--- src/rtl/rkit_pkg.sv ---
// Shared types and constants for the reference-counted key intern table.
package rkit_pkg;

   localparam int CAPACITY = 1024;
   localparam int SLOT_W   = 10;
   localparam int CNT_W    = 11;
   localparam int KEY_W    = 256;
   localparam int REF_W    = 32;

   localparam logic [CNT_W-1:0] CAP_CNT = CNT_W'(CAPACITY);
   localparam logic [REF_W-1:0] REF_MAX = '1;

   typedef enum logic [3:0] {
      OP_ACQUIRE  = 4'd0,
      OP_RELEASE  = 4'd1,
      OP_RETAIN   = 4'd2,
      OP_QUERY    = 4'd3,
      OP_REMOVE   = 4'd4,
      OP_REFRESH  = 4'd5,
      OP_FALLBACK = 4'd6,
      OP_RESET    = 4'd7,
      OP_ITERATE  = 4'd8,
      OP_NONE     = 4'd15
   } op_type;

   typedef enum logic [2:0] {
      ST_OK    = 3'd0,
      ST_FULL  = 3'd1,
      ST_RANGE = 3'd2,
      ST_ZERO  = 3'd3,
      ST_END   = 3'd4
   } status_type;

   typedef enum logic [3:0] {
      S_CLEAR,
      S_IDLE,
      S_ACQ_RD,
      S_ACQ_CHK,
      S_IDX_RD,
      S_IDX_CHK,
      S_REF_RD,
      S_REF_CHK,
      S_ITER_RD,
      S_ITER_CHK
   } state_type;

   typedef struct packed {
      op_type            op;
      logic [KEY_W-1:0]  key;
      logic [SLOT_W-1:0] idx;
      logic              range_err;
      logic [CNT_W-1:0]  root;
      logic [CNT_W-1:0]  cursor;
   } item_type;

endpackage

--- src/rtl/rkit_front.sv ---
// Front end: accepts request transactions, classifies them and queues them.
module rkit_front (
   input  logic                         clock,
   input  logic                         reset,
   input  logic                         req_valid,
   output logic                         req_ready,
   input  logic [3:0]                   req_operation,
   input  logic [63:0]                  req_key_w0,
   input  logic [63:0]                  req_key_w1,
   input  logic [63:0]                  req_key_w2,
   input  logic [63:0]                  req_key_w3,
   input  logic [rkit_pkg::SLOT_W-1:0]  req_entry_index,
   input  logic [rkit_pkg::CNT_W-1:0]   req_root_count,
   input  logic [rkit_pkg::CNT_W-1:0]   req_cursor,
   output logic                         q_valid,
   output rkit_pkg::item_type           q_item,
   input  logic                         q_pop
);

   rkit_pkg::item_type item_new;
   rkit_pkg::op_type   op_dec;
   rkit_pkg::item_type slot_ff [2];
   logic               wr_ptr_ff, wr_ptr_in;
   logic               rd_ptr_ff, rd_ptr_in;
   logic [1:0]         count_ff, count_in;
   logic               push;

   // classify the operation code
   always_comb begin
      case (req_operation)
         rkit_pkg::OP_ACQUIRE:  op_dec = rkit_pkg::OP_ACQUIRE;
         rkit_pkg::OP_RELEASE:  op_dec = rkit_pkg::OP_RELEASE;
         rkit_pkg::OP_RETAIN:   op_dec = rkit_pkg::OP_RETAIN;
         rkit_pkg::OP_QUERY:    op_dec = rkit_pkg::OP_QUERY;
         rkit_pkg::OP_REMOVE:   op_dec = rkit_pkg::OP_REMOVE;
         rkit_pkg::OP_REFRESH:  op_dec = rkit_pkg::OP_REFRESH;
         rkit_pkg::OP_FALLBACK: op_dec = rkit_pkg::OP_FALLBACK;
         rkit_pkg::OP_RESET:    op_dec = rkit_pkg::OP_RESET;
         rkit_pkg::OP_ITERATE:  op_dec = rkit_pkg::OP_ITERATE;
         default:               op_dec = rkit_pkg::OP_NONE;
      endcase
   end

   // pack the transaction and flag an index beyond the table
   always_comb begin
      item_new.op        = op_dec;
      item_new.key       = {req_key_w3, req_key_w2, req_key_w1, req_key_w0};
      item_new.idx       = req_entry_index;
      item_new.range_err = ({1'b0, req_entry_index} >= rkit_pkg::CAP_CNT);
      item_new.root      = req_root_count;
      item_new.cursor    = req_cursor;
   end

   assign req_ready = (count_ff != 2'd2);
   assign push      = req_valid && req_ready;
   assign q_valid   = (count_ff != 2'd0);
   assign q_item    = slot_ff[rd_ptr_ff];

   // advance the queue pointers
   always_comb begin
      wr_ptr_in = push  ? ~wr_ptr_ff : wr_ptr_ff;
      rd_ptr_in = q_pop ? ~rd_ptr_ff : rd_ptr_ff;
      count_in  = count_ff + {1'b0, push} - {1'b0, q_pop};
   end

   always_ff @(posedge clock) begin
      if (reset) begin
         wr_ptr_ff <= 1'b0;
         rd_ptr_ff <= 1'b0;
         count_ff  <= 2'd0;
      end else begin
         wr_ptr_ff <= wr_ptr_in;
         rd_ptr_ff <= rd_ptr_in;
         count_ff  <= count_in;
      end
   end

   // hold queued payloads
   always_ff @(posedge clock) begin
      if (push) begin
         slot_ff[wr_ptr_ff] <= item_new;
      end
   end

endmodule

--- config.mk ---
export PLATFORM = sky130hd
export DESIGN_NAME = rkit_front
export DESIGN_NICKNAME = d
export VERILOG_FILES = /design/src/rtl/rkit_pkg.sv /design/src/rtl/rkit_front.sv
export SDC_FILE = /design/constraint.sdc
export NUM_CORES = 1
export LEC_CHECK = 0
export BUFFER_PORTS_ARGS = -buffer_cell sky130_fd_sc_hd__buf_2
export CAP_MARGIN = 20
export CORE_AREA = 2 2 232 234
export DETAILED_ROUTE_END_ITERATION = 12
export DIE_AREA = 0 0 234 236
export SYNTH_ARGS = -nofsm -noshare
export SYNTH_HDL_FRONTEND = slang
export SYNTH_SLANG_ARGS = --single-unit
--- constraint.sdc ---
create_clock -name clock -period 12.5 [get_ports clock]
set_input_delay 0.625 -clock clock [delete_from_list [all_inputs] [get_ports clock]]
set_output_delay 0.625 -clock clock [all_outputs]
set_load 0.05 [all_outputs]
==> out/results.tsv <==
stage	metric	value	unit
critical_path	critPathKind	flop to output port	
pwr	leakagePower	9.95	nW
floorplan	core	0.0531	mm²
synthesis	synth_top_family_by_area	multiplexers	
global_route	grt_use_met1	18.4	%
synthesis	yosys.area_share.adder	0.0586	%
synthesis	synth_area	0.0214	mm²
detailed_routing	drc	0	
sta	period_minus_slack	3.74	ns
floorplan	dieArea	0.0552	mm²
cts	numCtsBuffers	59	
global_route	grt_max_degree	168	
global_route	grtUsageTotal	16.4	%
detailed_routing	drtIter0Drc	508	
min_path	min_path_type	input port to flop	
synthesis	syn_area_per_cell	22.6	µm²
critical_path	required	11.88	ns
sta	finalSetupTns	0	ns
floorplan	io_pins	591	
synthesis	synth_enable_flop_cells	584	
sta	slew_viol_final	0	
cells_and_area	fin_util	50.8	%
cts	clk_pin_slew	0.06	ns
global_route	met2_usage	27.8	%
outcome	status	finished clean	
sta	fin_crit_sh	30.0	%
synthesis	synthDistinctLibCells	24	
sta	hold_viol	0	
global_route	grt_busiest_layer	met2	
synthesis	netlist_instances	944	
critical_path	max_stage_delay	0.82	ns
pwr	power_density	190	mW/mm²
synthesis	async_reset_ff_share	0	%
floorplan	fp.dieH	236	µm
synthesis	synth-simple-area-share	0.486	%
synthesis	ys_ff_latch	589	
cts	htree_levels	2	
critical_path	crit_path_top_delay_cell	dfxtp_4	
floorplan	die_w	234	µm
place	hpwl	31500	µm
critical_path	start_kind	flop	
synthesis	muxShareOfSynthArea	15.4	%
synthesis	synthFlopType	edfxtp_1	
detailed_routing	vias_per_cell	4.76	
global_route	grt-ovfl-total	0	
critical_path	crit_arrival	3.12	ns
sta	max_freq	267	MHz
sta	worst_slew_pin_slew	1.25	ns
floorplan	num_rows	85	
sta	setup-violations-final	0	
global_route	met3_usage	6.17	%
flow_run	max-cap-violations	0	
cells_and_area	area_growth	26.3	%
global_route	first_global_vias	11500	
global_route	grt_pass1_wl	68000	µm
synthesis	synth_nets	1241	
pwr	max-vdd-ir-drop	134	µV
floorplan	initial_core_util	40.3	%
synthesis	yosysSeqAreaShare	82.6	%
global_route	grt_antenna_before_repair	18	
cts	cts_resized	0	
place	portBuffers	589	
detailed_routing	dr_total_vias	11100	
cells_and_area	drive_gt1_share	60.6	%
critical_path	critical_path_peak_fanout	167	
sta	rsz0062_at_grt	no	
critical_path	cp_cell_sequence	buf_12 > mux2_2 > buf_2	
critical_path	end_kind	output port	
synthesis	yosysWarnings	0	
cts	cts_tree	built	
cts	cts_root_buffer	clkbuf_16	
synthesis	synth_compound_area_share	0.234	%
cells_and_area	final_cell_mix	buf_2, edfxtp_1, mux2_2	
place	gp_congestion	0.803	
synthesis	synth-xor-area-share	0.0820	%
detailed_routing	drt-pass1-iter-count	6	
cts	cts_sinks	589	
cts	cts_hold_buf	0	
detailed_routing	wire_per_inst	20.5	µm
detailed_routing	ant_nets	0	
sta	max_slew_margin	16.9	%
cells_and_area	fin_nets	1863	
detailed_routing	routed_wl	47600	µm
cts	clk_latency	0.59	ns
cts	clock_path_buffers	3	
sta	fin_worst_skew	0.0129	ns
cells_and_area	final_common_cell	buf_2	
cts	cts_setup_buffers	0	
==> layout make-up <==
type | count | area, µm²
diodes | 12 | 30.0
clock buffers | 75 | 1580
clock inverters | 36 | 342
fillers | 4422 | 26100
inverters | 3 | 18.8
multi-input cells | 319 | 3480
flip-flops and latches | 589 | 17600
well taps | 696 | 871
repair buffers | 594 | 3020
==> sequential cells by signal, indices dropped and copies added (netlist names), named ones only <==
| signal | count |
|---|---|
| slot_ff | 584 |
| count_ff | 2 |
| rd_ptr_ff | 1 |
| wr_ptr_ff | 1 |
==> final timing paths <==
kind	from	endpoint	slack, ns	cells after the start
max	flop	q_item[84]	8.76	3
min	req_key_w3[7]	slot_ff[0][231]$_DFFE_PP_	0.21	1
max reg2reg	count_ff[0]$_SDFF_PP0_	slot_ff[0][222]$_DFFE_PP_	9.51	4
min reg2reg	rd_ptr_ff$_SDFFE_PP0P_	flop	0.52	2
==> Yosys cell counts, types with 2 or more instances <==
cell type | instances | area, µm²
nand2b_1 | 5 | 31.3
nand4b_1 | 2 | 17.5
edfxtp_1 | 584 | 17500
mux2_2 | 292 | 3290
dfxtp_1 | 5 | 100
buf_4 | 29 | 218
nor2_1 | 2 | 7.51
inv_1 | 3 | 11.3
o21ai_0 | 3 | 15.0
buf_2 | 4 | 20.0
xnor2_1 | 2 | 17.5
==> stage by stage <==
stage	setup slack (ns)	area (µm²)	cells	power [W]	hold slack (ns)
floorplan	4.12	21400	944	0.00322	0.480
finish	8.76	27000	2324	0.00512	0.214
global route	8.65	27000	2320	0.00530	0.173
detailed placement	9.41	25000	2201	0.00343	0.505
CTS	8.74	27000	2312	0.00518	0.161
global placement	9.42	25000	2201	0.00342	0.497
==> logic make-up after synthesis <==
| family | after synthesis |
|---|---|
| DFF | 589 |
| muxes | 292 |
| buffers and inverters | 36 |
| and+or+nand+nor | 16 |
| AOI/OAI and AO/OA | 7 |
| xor gates and xnor gates | 2 |
| adders and majority gates | 1 |
| other | 1 |
==> worst max-delay path: cells and delay by family (launching register included) <==
kind	cells	cell delay, ns
multiplexers	1	0.47
buffers and inverters	2	0.78
flip-flops	1	0.82
==> power by group <==
part	leakage (nW)	switching (W)	internal, W
clock	0.935	0.000724	0.00102
sequential	5.49	0.0000423	0.00237
combinational	3.52	0.000717	0.000248
==> layer usage <==
| layer | routed length, µm | vias to the layer above |
|---|---|---|
| li1 | - | 5045 |
| met1 | 17600 | 5513 |
| met2 | 24000 | 404 |
| met3 | 4490 | 96 |
| met4 | 1470 | 14 |
| met5 | 96 | - |
Power figures use the tool's default switching activity.
